## src/lqrgs_pkg.sv

```systemverilog
`timescale 1ns / 1ps
// shared types and constants for the cubic gain schedule
// coefficient rom in q.24, clamp bounds, reciprocal and the per-gain tag
// no dependencies
package lqrgs_pkg;

    localparam int ROM_FRAC  = 24;
    localparam int NUM_CTL   = 2;
    localparam int NUM_STATE = 6;
    localparam int LEN_W     = 24;

    localparam logic [0:0] LAST_CTL   = 1'(NUM_CTL - 1);
    localparam logic [2:0] LAST_STATE = 3'(NUM_STATE - 1);

    // clamp window and centre in q.24
    localparam logic signed [39:0] LEN_LO_Q24  = 40'sd1677722;
    localparam logic signed [39:0] LEN_HI_Q24  = 40'sd6710886;
    localparam logic signed [39:0] LEN_MID_Q24 = 40'sd4194304;

    // 1 / 0.15 in q.24
    localparam logic signed [27:0] INV_HALF_RANGE = 28'sd111848107;

    // cubic coefficients in q.24, highest order first, [control][state][term]
    localparam logic signed [39:0] POLY_ROM [NUM_CTL][NUM_STATE][4] = '{
        '{
            '{ 40'sd15052025,  -40'sd39080732,  40'sd280280132,  40'sd651838889},
            '{-40'sd383127,     40'sd3899107,   40'sd72562446,   40'sd105270576},
            '{-40'sd15284903,   40'sd19085911, -40'sd10858058,  -40'sd342106629},
            '{-40'sd9965662,    40'sd15413399, -40'sd37661715,  -40'sd275250018},
            '{-40'sd58632498,   40'sd103007955, -40'sd129767314, 40'sd226095764},
            '{-40'sd1395581,    40'sd2955436,  -40'sd4919041,    40'sd10534434}
        },
        '{
            '{-40'sd4507911,   -40'sd3650471,   40'sd30882266,  -40'sd203326139},
            '{-40'sd473901,     40'sd549521,   -40'sd2571306,   -40'sd35444347},
            '{-40'sd25218218,   40'sd50854426, -40'sd73461441,   40'sd129270028},
            '{-40'sd14827393,   40'sd30619014, -40'sd46673055,   40'sd99324992},
            '{ 40'sd68063913,  -40'sd84849207,  40'sd45257946,   40'sd2180558692},
            '{ 40'sd1909112,   -40'sd2703239,   40'sd2030309,    40'sd48315485}
        }
    };

    // identifies one gain of the run as it travels down the pipe
    typedef struct packed {
        logic       ctl;
        logic [2:0] state;
        logic       last;
    } gain_tag_t;

    // q.24 to q.f, round to nearest with ties upward
    function automatic logic signed [39:0] q24_to_qf(input logic signed [39:0] v,
                                                     input int sh);
        logic signed [39:0] half;
        half = 40'sd1 <<< (sh - 1);
        if (sh == 0) begin
            return v;
        end
        return (v + half) >>> sh;
    endfunction

endpackage

```

## src/lqrgs_horner.sv

```systemverilog
`timescale 1ns / 1ps
// horner evaluation pipeline: three multiply stages, each followed by a round-and-add, the last
// one feeding a saturating output register; depends on lqrgs_pkg
module lqrgs_horner import lqrgs_pkg::*; #(
    parameter int FRACTION_BITS = 16
) (
    input  logic                          aclk,
    input  logic                          aresetn,
    input  logic                          in_valid,
    output logic                          in_ready,
    input  logic signed [FRACTION_BITS+2:0] in_s,
    input  gain_tag_t                     in_tag,
    output logic                          m_tvalid,
    input  logic                          m_tready,
    output logic [31:0]                   m_tdata,   // gain_value
    output logic [3:0]                    m_tuser,   // state_index[2:0], control_index
    output logic                          m_tlast
);

    localparam int S_W   = FRACTION_BITS + 3;
    localparam int ACC_W = FRACTION_BITS + 10;
    localparam int P_W   = ACC_W + S_W;
    localparam int SUM_W = ACC_W + 1;
    localparam int EXT_W = (SUM_W > 33) ? SUM_W : 33;
    localparam int SH    = ROM_FRAC - FRACTION_BITS;

    localparam logic signed [P_W-1:0]   HALF_P  = P_W'(1) <<< (FRACTION_BITS - 1);
    localparam logic signed [EXT_W-1:0] SAT_MAX = EXT_W'(64'sh7FFFFFFF);
    localparam logic signed [EXT_W-1:0] SAT_MIN = EXT_W'(-64'sh80000000);

    function automatic logic signed [ACC_W-1:0] coef(input gain_tag_t t, input int j);
        return ACC_W'(q24_to_qf(POLY_ROM[t.ctl][t.state][j], SH));
    endfunction

    // round the product back to q.f and add the next coefficient
    function automatic logic signed [SUM_W-1:0] step(input logic signed [P_W-1:0] p,
                                                     input logic signed [ACC_W-1:0] c);
        logic signed [P_W-1:0]   r;
        logic signed [ACC_W-1:0] rt;
        r  = (p + HALF_P) >>> FRACTION_BITS;
        rt = ACC_W'(r);
        return SUM_W'(rt) + SUM_W'(c);
    endfunction

    logic                    m1_valid_reg, a1_valid_reg, m2_valid_reg;
    logic                    a2_valid_reg, m3_valid_reg, out_valid_reg;
    logic signed [P_W-1:0]   m1_prod_reg, m2_prod_reg, m3_prod_reg;
    logic signed [ACC_W-1:0] a1_acc_reg, a2_acc_reg;
    logic signed [S_W-1:0]   m1_s_reg, a1_s_reg, m2_s_reg, a2_s_reg;
    gain_tag_t               m1_tag_reg, a1_tag_reg, m2_tag_reg;
    gain_tag_t               a2_tag_reg, m3_tag_reg, out_tag_reg;
    logic [31:0]             gain_reg;

    logic out_rdy, m3_rdy, a2_rdy, m2_rdy, a1_rdy, m1_rdy;
    logic signed [SUM_W-1:0] sum1, sum2, sum3;
    logic signed [EXT_W-1:0] ext3;
    logic [31:0]             gain_next;

    assign out_rdy  = !out_valid_reg || m_tready;
    assign m3_rdy   = !m3_valid_reg || out_rdy;
    assign a2_rdy   = !a2_valid_reg || m3_rdy;
    assign m2_rdy   = !m2_valid_reg || a2_rdy;
    assign a1_rdy   = !a1_valid_reg || m2_rdy;
    assign m1_rdy   = !m1_valid_reg || a1_rdy;
    assign in_ready = m1_rdy;

    always_comb begin
        sum1 = step(m1_prod_reg, coef(m1_tag_reg, 1));
        sum2 = step(m2_prod_reg, coef(m2_tag_reg, 2));
        sum3 = step(m3_prod_reg, coef(m3_tag_reg, 3));
        ext3 = EXT_W'(sum3);
        if (ext3 > SAT_MAX) begin
            gain_next = 32'(SAT_MAX);
        end else if (ext3 < SAT_MIN) begin
            gain_next = 32'(SAT_MIN);
        end else begin
            gain_next = 32'(ext3);
        end
    end

    always_ff @(posedge aclk) begin
        if (!aresetn) begin
            m1_valid_reg  <= 1'b0;
            a1_valid_reg  <= 1'b0;
            m2_valid_reg  <= 1'b0;
            a2_valid_reg  <= 1'b0;
            m3_valid_reg  <= 1'b0;
            out_valid_reg <= 1'b0;
        end else begin
            if (m1_rdy)  m1_valid_reg  <= in_valid;
            if (a1_rdy)  a1_valid_reg  <= m1_valid_reg;
            if (m2_rdy)  m2_valid_reg  <= a1_valid_reg;
            if (a2_rdy)  a2_valid_reg  <= m2_valid_reg;
            if (m3_rdy)  m3_valid_reg  <= a2_valid_reg;
            if (out_rdy) out_valid_reg <= m3_valid_reg;
        end
    end

    always_ff @(posedge aclk) begin
        if (m1_rdy && in_valid) begin
            m1_prod_reg <= P_W'(coef(in_tag, 0)) * P_W'(in_s);
            m1_s_reg    <= in_s;
            m1_tag_reg  <= in_tag;
        end
        if (a1_rdy && m1_valid_reg) begin
            a1_acc_reg <= ACC_W'(sum1);
            a1_s_reg   <= m1_s_reg;
            a1_tag_reg <= m1_tag_reg;
        end
        if (m2_rdy && a1_valid_reg) begin
            m2_prod_reg <= P_W'(a1_acc_reg) * P_W'(a1_s_reg);
            m2_s_reg    <= a1_s_reg;
            m2_tag_reg  <= a1_tag_reg;
        end
        if (a2_rdy && m2_valid_reg) begin
            a2_acc_reg <= ACC_W'(sum2);
            a2_s_reg   <= m2_s_reg;
            a2_tag_reg <= m2_tag_reg;
        end
        if (m3_rdy && a2_valid_reg) begin
            m3_prod_reg <= P_W'(a2_acc_reg) * P_W'(a2_s_reg);
            m3_tag_reg  <= a2_tag_reg;
        end
        if (out_rdy && m3_valid_reg) begin
            gain_reg    <= gain_next;
            out_tag_reg <= m3_tag_reg;
        end
    end

    assign m_tvalid = out_valid_reg;
    assign m_tdata  = gain_reg;
    assign m_tuser  = {out_tag_reg.state, out_tag_reg.ctl};
    assign m_tlast  = out_tag_reg.last;

endmodule

```

## src/lqr_gain_schedule_cubic_top.sv

```systemverilog
`timescale 1ns / 1ps
// lqr gain schedule: clamp and normalise the leg length, then twelve cubic gains
// a request holds the issue register until its twelfth gain enters the horner pipe
// throughput: one gain per cycle while m_tready allows, set by the single
// horner pipe that the issue stage feeds once per gain; requests queue in the front stages
// reset: synchronous active-low aresetn clears every valid bit and the gain counters
module lqr_gain_schedule_cubic_top import lqrgs_pkg::*; #(
    parameter int FRACTION_BITS = 16
) (
    input  logic        aclk,
    input  logic        aresetn,
    input  logic        s_tvalid,
    output logic        s_tready,
    input  logic [23:0] s_tdata,    // len in q.FRACTION_BITS, signed
    output logic        m_tvalid,
    input  logic        m_tready,
    output logic [31:0] m_tdata,    // gain_value
    output logic [3:0]  m_tuser,    // state_index[2:0], control_index
    output logic        m_tlast
);

    localparam int S_W    = FRACTION_BITS + 3;
    localparam int DIFF_W = LEN_W + 1;
    localparam int PR_W   = DIFF_W + 28;
    localparam int SH     = ROM_FRAC - FRACTION_BITS;

    localparam logic signed [LEN_W-1:0]  LEN_LO  = LEN_W'(q24_to_qf(LEN_LO_Q24, SH));
    localparam logic signed [LEN_W-1:0]  LEN_HI  = LEN_W'(q24_to_qf(LEN_HI_Q24, SH));
    localparam logic signed [DIFF_W-1:0] LEN_MID = DIFF_W'(q24_to_qf(LEN_MID_Q24, SH));
    localparam logic signed [PR_W-1:0]   HALF_R  = PR_W'(1) <<< (ROM_FRAC - 1);

    logic                     f1_valid_reg, f2_valid_reg, iss_valid_reg;
    logic signed [DIFF_W-1:0] f1_diff_reg;
    logic signed [PR_W-1:0]   f2_prod_reg;
    logic signed [S_W-1:0]    iss_s_reg;
    logic                     ctl_reg, ctl_next;
    logic [2:0]               state_reg, state_next;

    logic signed [LEN_W-1:0]  len_in, len_clamped;
    logic signed [PR_W-1:0]   s_round;
    logic                     iss_last, iss_load, f1_rdy, f2_rdy;
    logic                     h_ready;
    gain_tag_t                iss_tag;

    assign len_in = $signed(s_tdata);

    always_comb begin
        if (len_in < LEN_LO) begin
            len_clamped = LEN_LO;
        end else if (len_in > LEN_HI) begin
            len_clamped = LEN_HI;
        end else begin
            len_clamped = len_in;
        end
    end

    assign s_round  = (f2_prod_reg + HALF_R) >>> ROM_FRAC;

    assign iss_last = (ctl_reg == LAST_CTL) && (state_reg == LAST_STATE);
    // issue register frees up as the final gain of its run leaves
    assign iss_load = !iss_valid_reg || (h_ready && iss_last);
    assign f2_rdy   = !f2_valid_reg || iss_load;
    assign f1_rdy   = !f1_valid_reg || f2_rdy;
    assign s_tready = f1_rdy;

    assign iss_tag.ctl   = ctl_reg;
    assign iss_tag.state = state_reg;
    assign iss_tag.last  = iss_last;

    always_comb begin
        ctl_next   = ctl_reg;
        state_next = state_reg;
        if (iss_load) begin
            ctl_next   = 1'b0;
            state_next = 3'd0;
        end else if (h_ready) begin
            if (state_reg == LAST_STATE) begin
                state_next = 3'd0;
                ctl_next   = 1'b1;
            end else begin
                state_next = state_reg + 3'd1;
            end
        end
    end

    always_ff @(posedge aclk) begin
        if (!aresetn) begin
            f1_valid_reg  <= 1'b0;
            f2_valid_reg  <= 1'b0;
            iss_valid_reg <= 1'b0;
            ctl_reg       <= 1'b0;
            state_reg     <= 3'd0;
        end else begin
            if (f1_rdy)   f1_valid_reg  <= s_tvalid;
            if (f2_rdy)   f2_valid_reg  <= f1_valid_reg;
            if (iss_load) iss_valid_reg <= f2_valid_reg;
            ctl_reg   <= ctl_next;
            state_reg <= state_next;
        end
    end

    always_ff @(posedge aclk) begin
        if (f1_rdy && s_tvalid) begin
            f1_diff_reg <= DIFF_W'(len_clamped) - LEN_MID;
        end
        if (f2_rdy && f1_valid_reg) begin
            f2_prod_reg <= PR_W'(f1_diff_reg) * PR_W'(INV_HALF_RANGE);
        end
        if (iss_load && f2_valid_reg) begin
            iss_s_reg <= S_W'(s_round);
        end
    end

    lqrgs_horner #(
        .FRACTION_BITS(FRACTION_BITS)
    ) u_horner (
        .aclk     (aclk),
        .aresetn  (aresetn),
        .in_valid (iss_valid_reg),
        .in_ready (h_ready),
        .in_s     (iss_s_reg),
        .in_tag   (iss_tag),
        .m_tvalid (m_tvalid),
        .m_tready (m_tready),
        .m_tdata  (m_tdata),
        .m_tuser  (m_tuser),
        .m_tlast  (m_tlast)
    );

endmodule
```

## config.mk

```make
export PLATFORM = sky130hd
export DESIGN_NAME = lqr_gain_schedule_cubic_top
export DESIGN_NICKNAME = d
export VERILOG_FILES = /design/src/lqrgs_pkg.sv /design/src/lqrgs_horner.sv /design/src/lqr_gain_schedule_cubic_top.sv
export SDC_FILE = /design/constraint.sdc
export NUM_CORES = 2
export LEC_CHECK = 0
export BUFFER_PORTS_ARGS = -buffer_cell sky130_fd_sc_hd__buf_4
export CAP_MARGIN = 20
export CORE_UTILIZATION = 44
export CTS_CLUSTER_DIAMETER = 40
export DETAILED_ROUTE_END_ITERATION = 10
export PLACE_DENSITY = 0.6
export SYNTH_ARGS = -nofsm -noshare
export SYNTH_HDL_FRONTEND = slang
export SYNTH_SLANG_ARGS = --single-unit
```

## constraint.sdc

```tcl
create_clock -name aclk -period 24.4 [get_ports aclk]
set_input_delay 1.22 -clock aclk [delete_from_list [all_inputs] [get_ports aclk]]
set_output_delay 1.22 -clock aclk [all_outputs]
set_load 0.01 [all_outputs]
```

Yosys cells after proc, flatten, opt, wreduce, memory -nomap -nowiden --
Index checks and enable logic that the tools add are counted. W data, S select, Z words.
Word-level totals: bits in registers 416, bits of input ports 28, output and inout bits 39
Cells by class: add/sub/neg operators 13, $mul 4, magnitude comparators 12, equality and inequality tests 1, muxes and demuxes 28, bitwise operators 9, reduce and logical (&&, ||, !) cells 31
Operator list (number):
- $mux W960 | 12
- $bmux W160 S3 | 4
- $mux W154 | 2
- $mux W114 | 2
- $mux W74 | 2
- $add A34 B9 Y34 const B | 4
- $add A42 B17 Y42 const B | 3
- $mul A26 B19 Y42 | 3
- $mux W34 | 2
- $add A26 B26 Y26 | 2
- $mux W24 | 2
- $add A43 B25 Y43 const B | 1
- $mul A25 B28 Y43 const B | 1
- $gt A27 B32 Y1 const B | 1
- $lt A27 B32 Y1 const B | 1
- $mux W32 | 1
- $add A26 B26 Y27 | 1
- $sub A24 B16 Y25 const B | 1
- $gt A24 B16 Y1 const B | 1
- $lt A24 B14 Y1 const B | 1
- $ge A4 B4 Y1 const B | 4
- $not A3 Y4 | 4
- $logic_and A1 B1 Y1 | 11
- $logic_not A1 Y1 | 9
- other kinds (9) | 23

Longest topological paths before layout --
depth in word-level cells 12, gate-level depth with buffers 39

Cells and area by module --
Synthesis repeated with hierarchy kept, for this count alone.
Unflattened totals: cells, all modules 7590, area total of the unflattened synthesis 74033.5 um^2
By module, submodules not included:
- lqrgs_horner | times used 1, cells each 6553, area each 63083.0 um^2
- lqr_gain_schedule_cubic_top | times used 1, cells each 1037, area each 10950.5 um^2

Worst setup path after synthesis --
OpenSTA, ideal clock, no wires.
path kind reg2reg, start register ctl_reg, end register u_horner.m1_prod_reg[41], data pin, arrival 8.864 ns, data required time 24.136 ns, setup slack 15.272 ns, stages on the path, launching flop included 32, clock period less this slack 9.128 ns, cells stage by stage dfxtp_1 -> clkbuf_1 -> inv_1 -> ha_1 -> nor2b_1 -> o211ai_1 -> or3_1 -> nor3_1 -> nor2b_1 -> xnor2_1 -> clkbuf_1 -> nand2_1 -> fa_1 -> inv_1 -> fa_1 -> fa_1 -> fa_1 -> fa_1 -> fa_1 -> fa_1 -> ha_1 -> a21oi_1 -> o21ai_0 -> or2_2 -> a31oi_1 -> o32a_1 -> o311ai_1 -> a31o_2 -> a41oi_1 -> nor3_1 -> a2111oi_2 -> xnor2_1
On the way: word-level cells in the longest chain between the ends 9
RTL lines:
- from (decl) | RTL line lqr_gain_schedule_cubic_top.sv:36 | logic ctl_reg, ctl_next;
- from (signal assigned) | RTL line lqr_gain_schedule_cubic_top.sv:97 | ctl_reg <= ctl_next;
- $not A1 Y2 (implied by the code) | RTL line lqrgs_horner.sv:32 | return ACC_W'(q24_to_qf(POLY_ROM[t.ctl][t.state][j], SH));
- $mux W960 (implied by the code) (3 in a row) | RTL line lqrgs_horner.sv:32
- $bmux W160 S3 | RTL line lqrgs_horner.sv:32
- $mux W154 (implied by the code) (2 in a row) | RTL line lqrgs_horner.sv:32
- $add A34 B9 Y34 | RTL line lqrgs_pkg.sv:58 | return (v + half) >>> sh;
- $mul A26 B19 Y42 | RTL line lqrgs_horner.sv:101 | m1_prod_reg <= P_W'(coef(in_tag, 0)) * P_W'(in_s);
- to (signal assigned) | RTL line lqrgs_horner.sv:101
- to (decl) | RTL line lqrgs_horner.sv:47 | logic signed [P_W-1:0] m1_prod_reg, m2_prod_reg, m3_prod_reg;
Every way passes these cells. The select of a mux whose other input is x is not followed. A chain may end at the register's enable or synchronous reset.

Worst setup path in the final report --
Ends and elaborated chain as after synthesis.

==> impl_metrics.yaml <==
worst_setup_path:
  arrival_ps: 10330
  crit_fanout: 19
  crit_path_end_kind: "flip-flop"
  crit_slowest_cell: "o21ai_2"
  crit_top_cell: "fa_1"
  critPathKind: "reg2reg"
  critPathRequiredTime_ps: 24780
  critPathLaunchType: "flip-flop"
  crit_path_max_incr_delay_ps: 750
drt:
  firstDrtPassIters: 5
  avgRoutedWirePerCell_um: 18.2
  drc_errors: 0
  drtIter0Drc: 2880
  drt-total-wl_um: 177000
  avgViaCountPerCell: 5.10
  vias: 49473
  ant_nets: 0
final_layout:
  largest_reg_flops: 28
  syn_to_final_growth_pct: 7.10
  seqCellArea_um2: 10200
  fillCellCount: 15560
  fin_area_um2: 79000
  multi_input_area_um2: 56200
  drive_gt1_share_pct: 4.57
  finalNetCount: 9701
timing:
  finalClockSkew_ps: 25.8
  min_period_ps: 9960
  drv_slew: 0
  hold_viol: 0
  relSlewSlack_pct: 27.1
  rsz0062_at_grt: "no"
  tightest_slew_ps: 1090
  setup_viol: 0
  min_period_over_period_pct: 40.8
  tns_ps: 0
  fmax_ghz: 0.100
synth:
  syn_area_per_cell_um2: 9.83
  ys_ff_latch: 344
  ys.flop_type: "edfxtp_1"
  synth_warnings: 0
  synth_area_um2: 73800
  synth.distinct_cells: 82
  synth_fp_nets: 9750
  syn_inst: 7505
  synth_edf_count: 331
  ys_async_sr_fraction_pct: 0
  ys_seq_area_share_pct: 13.8
global_routing:
  met3_usage_pct: 2.44
  grt_util_met1_pct: 29.8
  gr-total-overflow: 0
  grt_pass1_vias: 53934
  grt_pass1_wl_um: 290000
  grt_max_degree: 60
  antenna_found_initial: 0
  grtUsageTotal_pct: 21.7
  use_met2_pct: 36.8
  top_usage_layer: "met2"
clock_network:
  cts.sinks: 344
  cts_setup_buffers: 0
  cts-buffers-inserted: 61
  h-tree-depth: 2
  clock_latency_ps: 640
  tritoncts: "done"
  cts_root_buf: "clkbuf_16"
  hold_buffers: 0
  path_clk_slew_ps: 60
  post_cts_resized: 0
  ctsLongestPathBuffers: 3
worst_hold_path:
  hp-class: "reg2reg"
floorplanning:
  rows: 149
  fp.dieW_um: 412
  die-area_um2: 169000
  dieHeight_um: 412
  fp.coreArea_um2: 166000
  start_util_pct: 44.5
  pin_count: 67
placed_design:
  portBuffers: 66
  dpl_cell_area_um2: 76900
  gp_congestion: 0.839
  dp_hpwl_um: 138000
outcome:
  status: "finished, final reports clean"
flow_run:
  maxCapViolCount: 0
-- per-layer routing --
layer | vias up | part of all wire, %
met4 | 0 | 2.0
met3 | 236 | 5.0
li1 | 22543 | -
met5 | - | 0
met2 | 1175 | 49
met1 | 25519 | 44
-- Yosys cell counts, drive strengths merged, types with 5 or more instances --
cell    count  share of area, %
a211oi     24              0.25
fa       1584                43
nand4      28              0.24
o22ai       5             0.042
clkbuf    283               1.4
nor3b       8             0.081
o31ai       9             0.092
and3       64              0.54
a21oi     164               1.1
a31oi      18              0.15
edfxtp    331                13
xor2      102               1.2
nor2b      60              0.51
and2      538               4.6
o211ai     10              0.10
o21bai     18              0.18
o21ai     110              0.75
nand3      66              0.45
nand2b     66              0.56
nand2     952               4.8
a31o        9              0.11
mux2i      12              0.16
or3        16              0.14
a211o       5             0.059
nor4        5             0.042
nor3       49              0.34
o31a        7             0.083
inv      1694               8.6
xnor2     232               2.8
ha        633                11
o21a       44              0.45
buf        12             0.085
or2        11             0.093
dfxtp      13              0.35
a21boi     10              0.10
a21o       57              0.59
and4        5             0.059
nor2      194              0.99
-- cells in the final DEF (no fill, tap or decap), drive strengths merged, types with 8 or more instances in the layout --
master / netlist / layout
o21ai: 110 / 110
and3: 64 / 64
a31oi: 18 / 18
ha: 633 / 633
nor3b: 8 / 8
xnor2: 232 / 232
nand2: 952 / 952
o21a: 44 / 44
xor2: 102 / 102
or2: 11 / 11
a21oi: 164 / 164
a21o: 57 / 57
nor2: 194 / 194
nand2b: 66 / 66
clkinvlp: 0 / 8
buf: 12 / 183
a211oi: 24 / 24
nor2b: 60 / 60
clkbuf: 283 / 66
o211ai: 10 / 10
clkinv: 4 / 20
nor3: 49 / 49
inv: 1694 / 1715
o21bai: 18 / 18
dfxtp: 13 / 13
a21boi: 10 / 10
or3: 16 / 16
nand4: 28 / 28
edfxtp: 331 / 331
nand3: 66 / 66
and2: 538 / 538
fa: 1584 / 1584
o31ai: 9 / 9
mux2i: 12 / 12
a31o: 9 / 9
-- layout make-up --
| cell class | count | area share, % |
|---|---|---|
| flip-flops and latches | 344 | 12.9 |
| clock buffers | 66 | 1.99 |
| diodes | 2 | 0.00633 |
| clock inverters | 50 | 0.716 |
| multi-input cells | 5168 | 71.1 |
| repair buffers | 183 | 1.76 |
| inverters | 1698 | 8.06 |
| well taps | 2189 | 3.47 |
-- critical path: cells and delay by family (launching register included) --
| family | cells | cell delay [ps] |
|---|---|---|
| xor gates and xnor gates | 1 | 100 |
| and+or+nand+nor | 8 | 1370 |
| buffers and inverters | 2 | 350 |
| adders and majority gates | 10 | 4300 |
| DFF | 1 | 620 |
| AOI/OAI and AO/OA | 11 | 2960 |
-- final timing paths --
path	startpoint	endpoint	slack, ps	depth (start not counted)
setup / recovery	ctl_reg$_SDFFE_PP0P_	u_horner.m1_prod_reg[41]$_DFFE_PP_	14440	32
hold / removal	u_horner.m1_s_reg[4]$_DFFE_PP_	u_horner.a1_s_reg[4]$_DFFE_PP_	410	0
setup reg to reg	ctl_reg$_SDFFE_PP0P_	u_horner.m1_prod_reg[41]$_DFFE_PP_	14440	32
hold reg to reg	u_horner.m1_s_reg[4]$_DFFE_PP_	u_horner.a1_s_reg[4]$_DFFE_PP_	410	0
-- stage by stage --
stage	hold WS (ps)	util [%]	setup slack (ps)	std cells
after floorplan	400	-	15270	7505
after global placement	402	46.4	14530	9580
after detailed placement	405	46.4	14450	9580
after CTS	413	47.7	14410	9696
after global routing	422	47.7	13720	9698
final	410	47.7	14440	9700
-- cell families (layout without fill, tap and decap cells) --
logic type      Yosys count  in the layout  share of synthesized area [%]
fa+ha+maj              2218           2218                           53.7
simple gates           2070           2070                           13.5
buf+inv                1993           1997                           10.2
compound gates          533            533                           4.65
flops                   344            344                           13.8
xor+xnor                334            334                           3.96
mux                      12             12                          0.163
other cells               1              3                        0.00508
Power is not shown: default switching activity piles up to over one toggle a cycle in this logic, so the estimate is an artifact.
